## config.mk

```make
export PLATFORM = sky130hd
export DESIGN_NAME = mandelbrot_escape_time
export DESIGN_NICKNAME = d
export VERILOG_FILES = /design/src/design/mbe_pkg.sv /design/src/design/mandelbrot_escape_time.sv
export SDC_FILE = /design/constraint.sdc
export NUM_CORES = 2
export LEC_CHECK = 0
export BUFFER_PORTS_ARGS = -buffer_cell sky130_fd_sc_hd__buf_4
export CAP_MARGIN = 20
export CORE_MARGIN = 2
export CORE_UTILIZATION = 25
export CTS_CLUSTER_SIZE = 40
export DETAILED_ROUTE_END_ITERATION = 10
export SLEW_MARGIN = 30
export SYNTH_ARGS = -nofsm -noshare
export SYNTH_HDL_FRONTEND = slang
export SYNTH_SLANG_ARGS = --single-unit
```

## constraint.sdc

```tcl
create_clock -name clk -period 11.9 [get_ports clk]
set_input_delay 2.38 -clock clk [delete_from_list [all_inputs] [get_ports clk]]
set_output_delay 2.38 -clock clk [all_outputs]
set_load 0.02 [all_outputs]
```

## src/design/mbe_pkg.sv

```systemverilog
// ----------------------------------------------------------------------------
// mbe_pkg
// Shared types and constants for the Mandelbrot escape-time block.
// ----------------------------------------------------------------------------
package mbe_pkg;

  localparam int unsigned IN_FRAC = 28;  // fraction bits of c at the ports
  localparam int unsigned COORD_W = 32;  // width of c_real / c_imag
  localparam int unsigned COUNT_W = 9;   // width of iteration count and ceiling

  localparam logic [COUNT_W-1:0] CEIL_LIMIT = COUNT_W'(256);
  localparam logic [COUNT_W-1:0] CEIL_MIN   = COUNT_W'(1);

  typedef enum logic [3:0] {
    ST_IDLE  = 4'b0001,
    ST_MUL   = 4'b0010,
    ST_DRAIN = 4'b0100,
    ST_TEST  = 4'b1000
  } state_t;

  // product selected for the shared multiplier
  typedef enum logic [1:0] {
    OP_RR = 2'd0,
    OP_II = 2'd1,
    OP_RI = 2'd2
  } op_t;

endpackage

```

## src/design/mandelbrot_escape_time.sv

```systemverilog
// ----------------------------------------------------------------------------
// mandelbrot_escape_time
// Fixed-point escape-time count for one complex point c.
// ----------------------------------------------------------------------------
// Usage: drive in_c_real / in_c_imag (signed Q3.28) and raise start; the point
// is taken at the edge where start is high and busy is low. busy stays high
// while the point iterates z = z*z + c. The count (1..ceiling) appears on
// out_iteration_count for exactly one cycle with out_valid; the receiver
// cannot stall, so it must sample it then. A new point may be started in the
// cycle the result is strobed.
// All three products of an iteration go through one shared unsigned multiplier
// that takes ND*ND digit products per full product (ND = 1 while
// FRAC_BITS <= 31, 2 up to 63, ceil((FRAC_BITS+1)/32) in general). An
// iteration runs the products in ST_MUL, then ST_DRAIN and ST_TEST. A point
// that stops on the ceiling or on |zr|,|zi| >= 2 after n iterations is
// strobed after n product passes; one that stops on |z|^2 >= 4 needs one more
// product pass.
// cfg_wr_data sets the iteration ceiling (0 acts as 1, above 256 as 256);
// write it only while busy is low. Reset sets the ceiling to 256 and idles.
// ----------------------------------------------------------------------------
module mandelbrot_escape_time #(
  parameter int unsigned FRAC_BITS = 28
) (
  input  logic                              clk,
  input  logic                              rst_n,
  input  logic                              start,
  output logic                              busy,
  input  logic signed [mbe_pkg::COORD_W-1:0] in_c_real,
  input  logic signed [mbe_pkg::COORD_W-1:0] in_c_imag,
  output logic                              out_valid,
  output logic        [mbe_pkg::COUNT_W-1:0] out_iteration_count,
  input  logic                              cfg_wr_en,
  input  logic        [mbe_pkg::COUNT_W-1:0] cfg_wr_data
);

  localparam int unsigned CW   = mbe_pkg::COUNT_W;
  localparam int unsigned ZW   = FRAC_BITS + 5;            // |z| < 16 after update
  localparam int unsigned MAGW = FRAC_BITS + 1;            // |z| < 2 when multiplied
  localparam int unsigned ND   = (MAGW + 31) / 32;         // digits per operand
  localparam int unsigned DW   = (MAGW + ND - 1) / ND;     // digit width
  localparam int unsigned PW   = ND * DW;                  // padded operand width
  localparam int unsigned AW   = 2 * MAGW;                 // product width
  localparam int unsigned NK   = ND * ND;                  // digit products per product
  localparam int unsigned KW   = (NK > 1) ? $clog2(NK) : 1;
  localparam int unsigned SHW  = $clog2(2 * PW);
  localparam int unsigned SW   = FRAC_BITS + 3;            // sum of two squares
  localparam int unsigned SL   = (FRAC_BITS >= mbe_pkg::IN_FRAC) ?
                                 FRAC_BITS - mbe_pkg::IN_FRAC : 0;
  localparam int unsigned SR   = (FRAC_BITS >= mbe_pkg::IN_FRAC) ?
                                 0 : mbe_pkg::IN_FRAC - FRAC_BITS;

  localparam logic signed [ZW-1:0] TWO_FX     = ZW'(2) << FRAC_BITS;
  localparam logic signed [ZW-1:0] NEG_TWO_FX = -TWO_FX;

  mbe_pkg::state_t state_r, state_nxt;
  mbe_pkg::op_t    op_r, op_nxt;
  logic [KW-1:0]   k_r, k_nxt;

  logic [CW-1:0]   ceil_r;
  logic [CW-1:0]   lim_r, lim_nxt;
  logic [CW-1:0]   count_r, count_nxt;
  logic signed [ZW-1:0] cr_r, cr_nxt, ci_r, ci_nxt;
  logic signed [ZW-1:0] zr_r, zr_nxt, zi_r, zi_nxt;

  logic [2*DW-1:0] prod_r, prod_nxt;
  logic [SHW-1:0]  pshift_r, pshift_nxt;
  mbe_pkg::op_t    pop_r, pop_nxt;
  logic            pvalid_r, pvalid_nxt;
  logic [AW-1:0]   acc_rr_r, acc_rr_nxt, acc_ii_r, acc_ii_nxt, acc_ri_r, acc_ri_nxt;

  logic            out_valid_r, out_valid_nxt;
  logic [CW-1:0]   out_count_r, out_count_nxt;

  // datapath intermediates
  logic signed [ZW-1:0] cr_in, ci_in;
  logic [MAGW-1:0]      mag_zr, mag_zi, opa, opb;
  logic [PW-1:0]        a_pad, b_pad;
  logic [KW-1:0]        di, dj;
  logic [DW-1:0]        dig_a, dig_b;
  logic [AW-1:0]        addend;
  logic [FRAC_BITS+1:0] sq_r, sq_i, q_ri;
  logic [SW-1:0]        sq_sum;
  logic                 neg_ri, inex_ri, sum_esc, bound_esc;
  logic signed [SW-1:0] cross_ri;
  logic signed [ZW-1:0] zr_upd, zi_upd;
  logic [CW-1:0]        count_inc, lim_eff;
  logic                 accept;

  // c moved to FRAC_BITS fraction bits, floor when bits are dropped
  generate
    if (FRAC_BITS >= mbe_pkg::IN_FRAC) begin : g_cvt_up
      assign cr_in = ZW'(in_c_real) <<< SL;
      assign ci_in = ZW'(in_c_imag) <<< SL;
    end else begin : g_cvt_dn
      assign cr_in = ZW'(in_c_real >>> SR);
      assign ci_in = ZW'(in_c_imag >>> SR);
    end
  endgenerate

  assign accept = start && (state_r == mbe_pkg::ST_IDLE);
  assign busy   = (state_r != mbe_pkg::ST_IDLE);

  always_comb begin
    if (ceil_r == '0) begin
      lim_eff = mbe_pkg::CEIL_MIN;
    end else if (ceil_r > mbe_pkg::CEIL_LIMIT) begin
      lim_eff = mbe_pkg::CEIL_LIMIT;
    end else begin
      lim_eff = ceil_r;
    end
  end

  // operand selection and digit split for the shared multiplier
  assign mag_zr = MAGW'(zr_r[ZW-1] ? -zr_r : zr_r);
  assign mag_zi = MAGW'(zi_r[ZW-1] ? -zi_r : zi_r);

  always_comb begin
    case (op_r)
      mbe_pkg::OP_RR: begin
        opa = mag_zr;
        opb = mag_zr;
      end
      mbe_pkg::OP_II: begin
        opa = mag_zi;
        opb = mag_zi;
      end
      mbe_pkg::OP_RI: begin
        opa = mag_zr;
        opb = mag_zi;
      end
      default: begin
        opa = mag_zr;
        opb = mag_zr;
      end
    endcase
  end

  assign a_pad = PW'(opa);
  assign b_pad = PW'(opb);
  assign di    = KW'(k_r / ND);
  assign dj    = KW'(k_r % ND);
  assign dig_a = a_pad[di*DW +: DW];
  assign dig_b = b_pad[dj*DW +: DW];

  // partial product placed at its digit weight; the full sum fits in AW bits
  assign addend = AW'((2*PW)'(prod_r) << pshift_r);

  // squares are floor = truncation; cross product floors toward minus infinity
  assign sq_r    = acc_rr_r[AW-1:FRAC_BITS];
  assign sq_i    = acc_ii_r[AW-1:FRAC_BITS];
  assign q_ri    = acc_ri_r[AW-1:FRAC_BITS];
  assign inex_ri = |acc_ri_r[FRAC_BITS-1:0];
  assign neg_ri  = zr_r[ZW-1] ^ zi_r[ZW-1];
  assign sq_sum  = SW'(sq_r) + SW'(sq_i);
  assign sum_esc = sq_sum[SW-1];  // sum < 8, so top bit set means >= 4
  assign cross_ri = ({1'b0, q_ri} ^ {SW{neg_ri}}) + SW'(neg_ri & !inex_ri);

  assign zr_upd    = ZW'(sq_r) - ZW'(sq_i) + cr_r;
  assign zi_upd    = (ZW'(cross_ri) <<< 1) + ci_r;
  assign bound_esc = (zr_upd >= TWO_FX) || (zr_upd <= NEG_TWO_FX) ||
                     (zi_upd >= TWO_FX) || (zi_upd <= NEG_TWO_FX);
  assign count_inc = count_r + CW'(1);

  always_comb begin
    state_nxt     = state_r;
    op_nxt        = op_r;
    k_nxt         = k_r;
    lim_nxt       = lim_r;
    count_nxt     = count_r;
    cr_nxt        = cr_r;
    ci_nxt        = ci_r;
    zr_nxt        = zr_r;
    zi_nxt        = zi_r;
    prod_nxt      = dig_a * dig_b;
    pshift_nxt    = SHW'(DW * (di + dj));
    pop_nxt       = op_r;
    pvalid_nxt    = (state_r == mbe_pkg::ST_MUL);
    acc_rr_nxt    = acc_rr_r;
    acc_ii_nxt    = acc_ii_r;
    acc_ri_nxt    = acc_ri_r;
    out_valid_nxt = 1'b0;
    out_count_nxt = out_count_r;

    if (pvalid_r) begin
      case (pop_r)
        mbe_pkg::OP_RR: acc_rr_nxt = acc_rr_r + addend;
        mbe_pkg::OP_II: acc_ii_nxt = acc_ii_r + addend;
        mbe_pkg::OP_RI: acc_ri_nxt = acc_ri_r + addend;
        default:        acc_rr_nxt = acc_rr_r;
      endcase
    end

    case (state_r)
      mbe_pkg::ST_IDLE: begin
        if (accept) begin
          cr_nxt     = cr_in;
          ci_nxt     = ci_in;
          zr_nxt     = '0;
          zi_nxt     = '0;
          count_nxt  = '0;
          lim_nxt    = lim_eff;
          op_nxt     = mbe_pkg::OP_RR;
          k_nxt      = '0;
          acc_rr_nxt = '0;
          acc_ii_nxt = '0;
          acc_ri_nxt = '0;
          state_nxt  = mbe_pkg::ST_MUL;
        end
      end
      mbe_pkg::ST_MUL: begin
        if (k_r == KW'(NK - 1)) begin
          k_nxt = '0;
          case (op_r)
            mbe_pkg::OP_RR: op_nxt = mbe_pkg::OP_II;
            mbe_pkg::OP_II: op_nxt = mbe_pkg::OP_RI;
            default:        state_nxt = mbe_pkg::ST_DRAIN;
          endcase
        end else begin
          k_nxt = k_r + KW'(1);
        end
      end
      mbe_pkg::ST_DRAIN: begin
        state_nxt = mbe_pkg::ST_TEST;
      end
      mbe_pkg::ST_TEST: begin
        // squares of the current z give the |z|^2 test for the last iteration
        if (sum_esc) begin
          out_valid_nxt = 1'b1;
          out_count_nxt = count_r;
          state_nxt     = mbe_pkg::ST_IDLE;
        end else begin
          zr_nxt    = zr_upd;
          zi_nxt    = zi_upd;
          count_nxt = count_inc;
          if (bound_esc || (count_inc == lim_r)) begin
            out_valid_nxt = 1'b1;
            out_count_nxt = count_inc;
            state_nxt     = mbe_pkg::ST_IDLE;
          end else begin
            op_nxt     = mbe_pkg::OP_RR;
            k_nxt      = '0;
            acc_rr_nxt = '0;
            acc_ii_nxt = '0;
            acc_ri_nxt = '0;
            state_nxt  = mbe_pkg::ST_MUL;
          end
        end
      end
      default: begin
        state_nxt = mbe_pkg::ST_IDLE;
      end
    endcase
  end

  always_ff @(posedge clk) begin
    if (!rst_n) begin
      state_r     <= mbe_pkg::ST_IDLE;
      op_r        <= mbe_pkg::OP_RR;
      k_r         <= '0;
      pvalid_r    <= 1'b0;
      out_valid_r <= 1'b0;
      ceil_r      <= mbe_pkg::CEIL_LIMIT;
      count_r     <= '0;
      lim_r       <= mbe_pkg::CEIL_LIMIT;
    end else begin
      state_r     <= state_nxt;
      op_r        <= op_nxt;
      k_r         <= k_nxt;
      pvalid_r    <= pvalid_nxt;
      out_valid_r <= out_valid_nxt;
      count_r     <= count_nxt;
      lim_r       <= lim_nxt;
      if (cfg_wr_en) begin
        ceil_r <= cfg_wr_data;
      end
    end
  end

  always_ff @(posedge clk) begin
    cr_r        <= cr_nxt;
    ci_r        <= ci_nxt;
    zr_r        <= zr_nxt;
    zi_r        <= zi_nxt;
    prod_r      <= prod_nxt;
    pshift_r    <= pshift_nxt;
    pop_r       <= pop_nxt;
    acc_rr_r    <= acc_rr_nxt;
    acc_ii_r    <= acc_ii_nxt;
    acc_ri_r    <= acc_ri_nxt;
    out_count_r <= out_count_nxt;
  end

  assign out_valid           = out_valid_r;
  assign out_iteration_count = out_count_r;

  // a result only follows a cycle in which a point was being worked on
  a_result_from_work: assert property (@(posedge clk) disable iff (!rst_n)
    out_valid |-> $past(state_r == mbe_pkg::ST_TEST))
    else $error("result strobe without a finished point");

  // the count never reaches the ceiling while iterating
  a_count_below_lim: assert property (@(posedge clk) disable iff (!rst_n)
    busy |-> (count_r < lim_r))
    else $error("iteration count at or past ceiling while busy");

  // an accepted point starts the product pass
  a_start_to_mul: assert property (@(posedge clk) disable iff (!rst_n)
    (start && !busy) |=> (state_r == mbe_pkg::ST_MUL))
    else $error("accepted point did not start the multiplier");

  // reported count is within 1..ceiling
  a_count_range: assert property (@(posedge clk) disable iff (!rst_n)
    out_valid |-> ((out_iteration_count != '0) &&
                   (out_iteration_count <= lim_r)))
    else $error("reported count out of range");

  // no partial product outstanding once the test step runs
  a_drained: assert property (@(posedge clk) disable iff (!rst_n)
    (state_r == mbe_pkg::ST_TEST) |-> !pvalid_r)
    else $error("test step with a partial product still in flight");

endmodule
```

==> results.sh <==
export IMPL_synth_edf_count=133
export IMPL_min_path_cells=0
export IMPL_reg2reg_depth=39
export IMPL_grt_antenna_before_repair=9
export IMPL_ys_seq_area_frac=0.1611
export IMPL_period_needed_ns=11.44
export IMPL_synth_main_ff_cell="dfxtp_1"
export IMPL_fin_util=0.2775
export IMPL_synth_nets=8372
export IMPL_core_area_um2=232100
export IMPL_synth_area_um2=58230
export IMPL_r2r_slack_ns=0.46
export IMPL_critPathMostFrequentCell="fa_1"
export IMPL_final_cell_mix="916 x inv_1, 834 x nor2_1, 826 x nand2_1"
export IMPL_drive_above_1_share=0.05631
export IMPL_fin_cells=10076
export IMPL_hp_start="op_r[1]"
export IMPL_drc=0
export IMPL_hp_class="register to register"
export IMPL_worst_setup_path_end_kind="register"
export IMPL_ys_warn_count=0
export IMPL_cts_buffers_inserted=46
export IMPL_synthCells=7018
export IMPL_num_vias=49626
export IMPL_gp_congestion=0.9664
export IMPL_cp_required_ns=12.40
export IMPL_grt_overflow=0
export IMPL_hold_viol=0
export IMPL_dpl_worst_slack_ns=0.4273
export IMPL_mostFrequentLayoutCell="inv_1"
export IMPL_wl_um=191400
export IMPL_max_slew_margin_rel=0.2873
export IMPL_fin_setup_tns_ns=0
export IMPL_path_class="register to register"
export IMPL_worst_pin_slew_ns=1.069
export IMPL_ctsHoldBuffers=0
export IMPL_postRouteAntennaNets=0
export IMPL_critPathMaxFanout=21
export IMPL_setup_violations=0
export IMPL_synth_largest_area_cell="fa_1"
export IMPL_ys_ff_latch=402
export IMPL_rr_startpoint="zr_r[0]"
export IMPL_critPathArrivalTime_ns=11.94
export IMPL_grt_usage=0.1595
export IMPL_rsz0062_at_grt="false"
export IMPL_ys_async_sr_fraction=0
export IMPL_cts_max_path_buffers=3
export IMPL_num_rows=177
export IMPL_cts_sinks=402
export IMPL_io_buffers=87
export IMPL_fin_nets=8348
export IMPL_status="complete, no violations"
export IMPL_layout_worst_path_cycle_share=0.9615
export IMPL_finalMaxSlewViolations=0
export IMPL_grt_pass1_wl_um=295600
export IMPL_via_per_inst=4.925
export IMPL_fin_ws_ns=0.4587
export IMPL_synth_area_top_cells="fa_1 25%, ha_1 12%, dfxtp_1 9.2%, edfxtp_1 6.9%, inv_1 5.9%"
export IMPL_areaGrowthSynthToFinish_pct=10.60
export IMPL_cts_tree="yes"
export IMPL_clk_pin_slew_ns=0.06
export IMPL_clk_latency_ns=0.62
export IMPL_cts_htree_levels=2
export IMPL_first_pass_iters=5
export IMPL_postSynthAreaPerCell_um2=8.298
export IMPL_cp_start_kind="register"
export IMPL_grt_start_max_net_pins=97
export IMPL_dp_hpwl_um=156800
export IMPL_synth_top_area_share=0.2510
export IMPL_start_util=0.2509
export IMPL_dp_cells=9988
export IMPL_ioPinCount=88
export IMPL_min_to="pop_r[1]"
export IMPL_die_area_um2=236800
export IMPL_critPathSlowestCell="fa_1"
export IMPL_wl_per_cell_um=19.00
export IMPL_die_w_um=486.6
export IMPL_chipHeight_um=486.6
export IMPL_synth_lib_cells_used_distinct=88
export IMPL_drv_cap=0
export IMPL_clock_root_buffer="clkbuf_16"
export IMPL_cp_slowest_stage_delay_ns=0.65
export IMPL_clock_skew_final_ns=0.04359
export IMPL_reg2reg_to="prod_r[57]"
export IMPL_first_global_vias=50354
export IMPL_clock_fmax_mhz=87.40
export IMPL_drt_iter0_markers=3496
==> synth_stat cells (all sizes together) (36+ instances only) <==
master,n
nand2,828
and2,55
a21o,201
clkbuf,250
nor2b,57
a211oi,55
a21oi,502
ha,547
nor2,838
edfxtp,133
o21a,93
a31oi,44
o31ai,40
nor3,94
xor2,125
o21ai,254
buf,57
xnor2,257
o21bai,36
fa,730
nand4,55
and3,52
nand3,89
dfxtp,269
inv,918
nand2b,42
==> per-stage QoR <==
stage,hold WS (ns),cell area (um^2)
6_report,0.3579,64410
5_1_grt,0.3785,64400
4_1_cts,0.3595,64330
3_5_place_dp,0.3485,62730
3_3_place_gp,0.3402,62680
2_1_floorplan,0.3308,58230
==> cells by family after synthesis <==
family | Yosys count | synth area share
compound gates | 1421 | 0.1545
xor+xnor | 382 | 0.05745
fa+ha+maj | 1277 | 0.3685
buf+inv | 1225 | 0.08070
flops | 402 | 0.1611
mux | 32 | 0.005565
simple gates | 2279 | 0.1723
==> cell type report <==
cell class / instances / area [um^2]
flip-flops and latches: 402 / 9379
diodes: 1 / 2.502
well taps: 3043 / 3807
inverters: 918 / 3447
repair buffers: 235 / 1841
clock inverters: 32 / 365.4
fillers: 24844 / 167700
multi-input cells: 5391 / 44320
clock buffers: 54 / 1244
==> state kept, by name, indices dropped and copies added, names as in the netlist, 2 cells and up <==
register,flops
acc_ii_r,58
acc_ri_r,58
acc_rr_r,58
prod_r,58
ci_r,32
cr_r,32
zi_r,30
zr_r,30
ceil_r,9
count_r,9
lim_r,9
out_iteration_count,9
state_r,4
op_r,2
pop_r,2
==> worst max path at each step <==
| stage | startpoint | endpoint | slack [ns] |
|---|---|---|---|
| CTS | zr_r[0] | prod_r[54] | 0.35 |
| global placement | zr_r[0] | prod_r[54] | 0.39 |
| finish | zr_r[0] | prod_r[57] | 0.46 |
| floorplan | zr_r[0] | prod_r[54] | 1.29 |
| detailed placement | zr_r[0] | prod_r[54] | 0.43 |
| global route | zr_r[0] | prod_r[54] | 0.003 |
==> timing repair <==
action / CTS / global route
resized for setup: 0 / 8
setup endpoints to repair: 0 / 4
buffers inserted: 0 / 0
==> worst max-delay path, delay by kind of cell (launching register included) <==
family	cells	cell delay, ns
adder cells (fa/ha/maj)	10	4.53
XOR/XNOR	1	0.24
flip-flops	1	0.40
AO/OA/AOI/OAI	11	2.38
AND/OR/NAND/NOR	11	2.95
buffers and inverters	6	0.80
==> routing by layer <==
metal,vias to the layer above,part of all wire,track usage
met5,-,0.00014,0
met4,4,0.043,0.05941
met3,324,0.063,0.01822
met2,1691,0.46,0.2668
met1,24514,0.43,0.2104
li1,23093,-,-
Power is not shown: default switching activity piles up to over one toggle a cycle in this logic, so the estimate is an artifact.
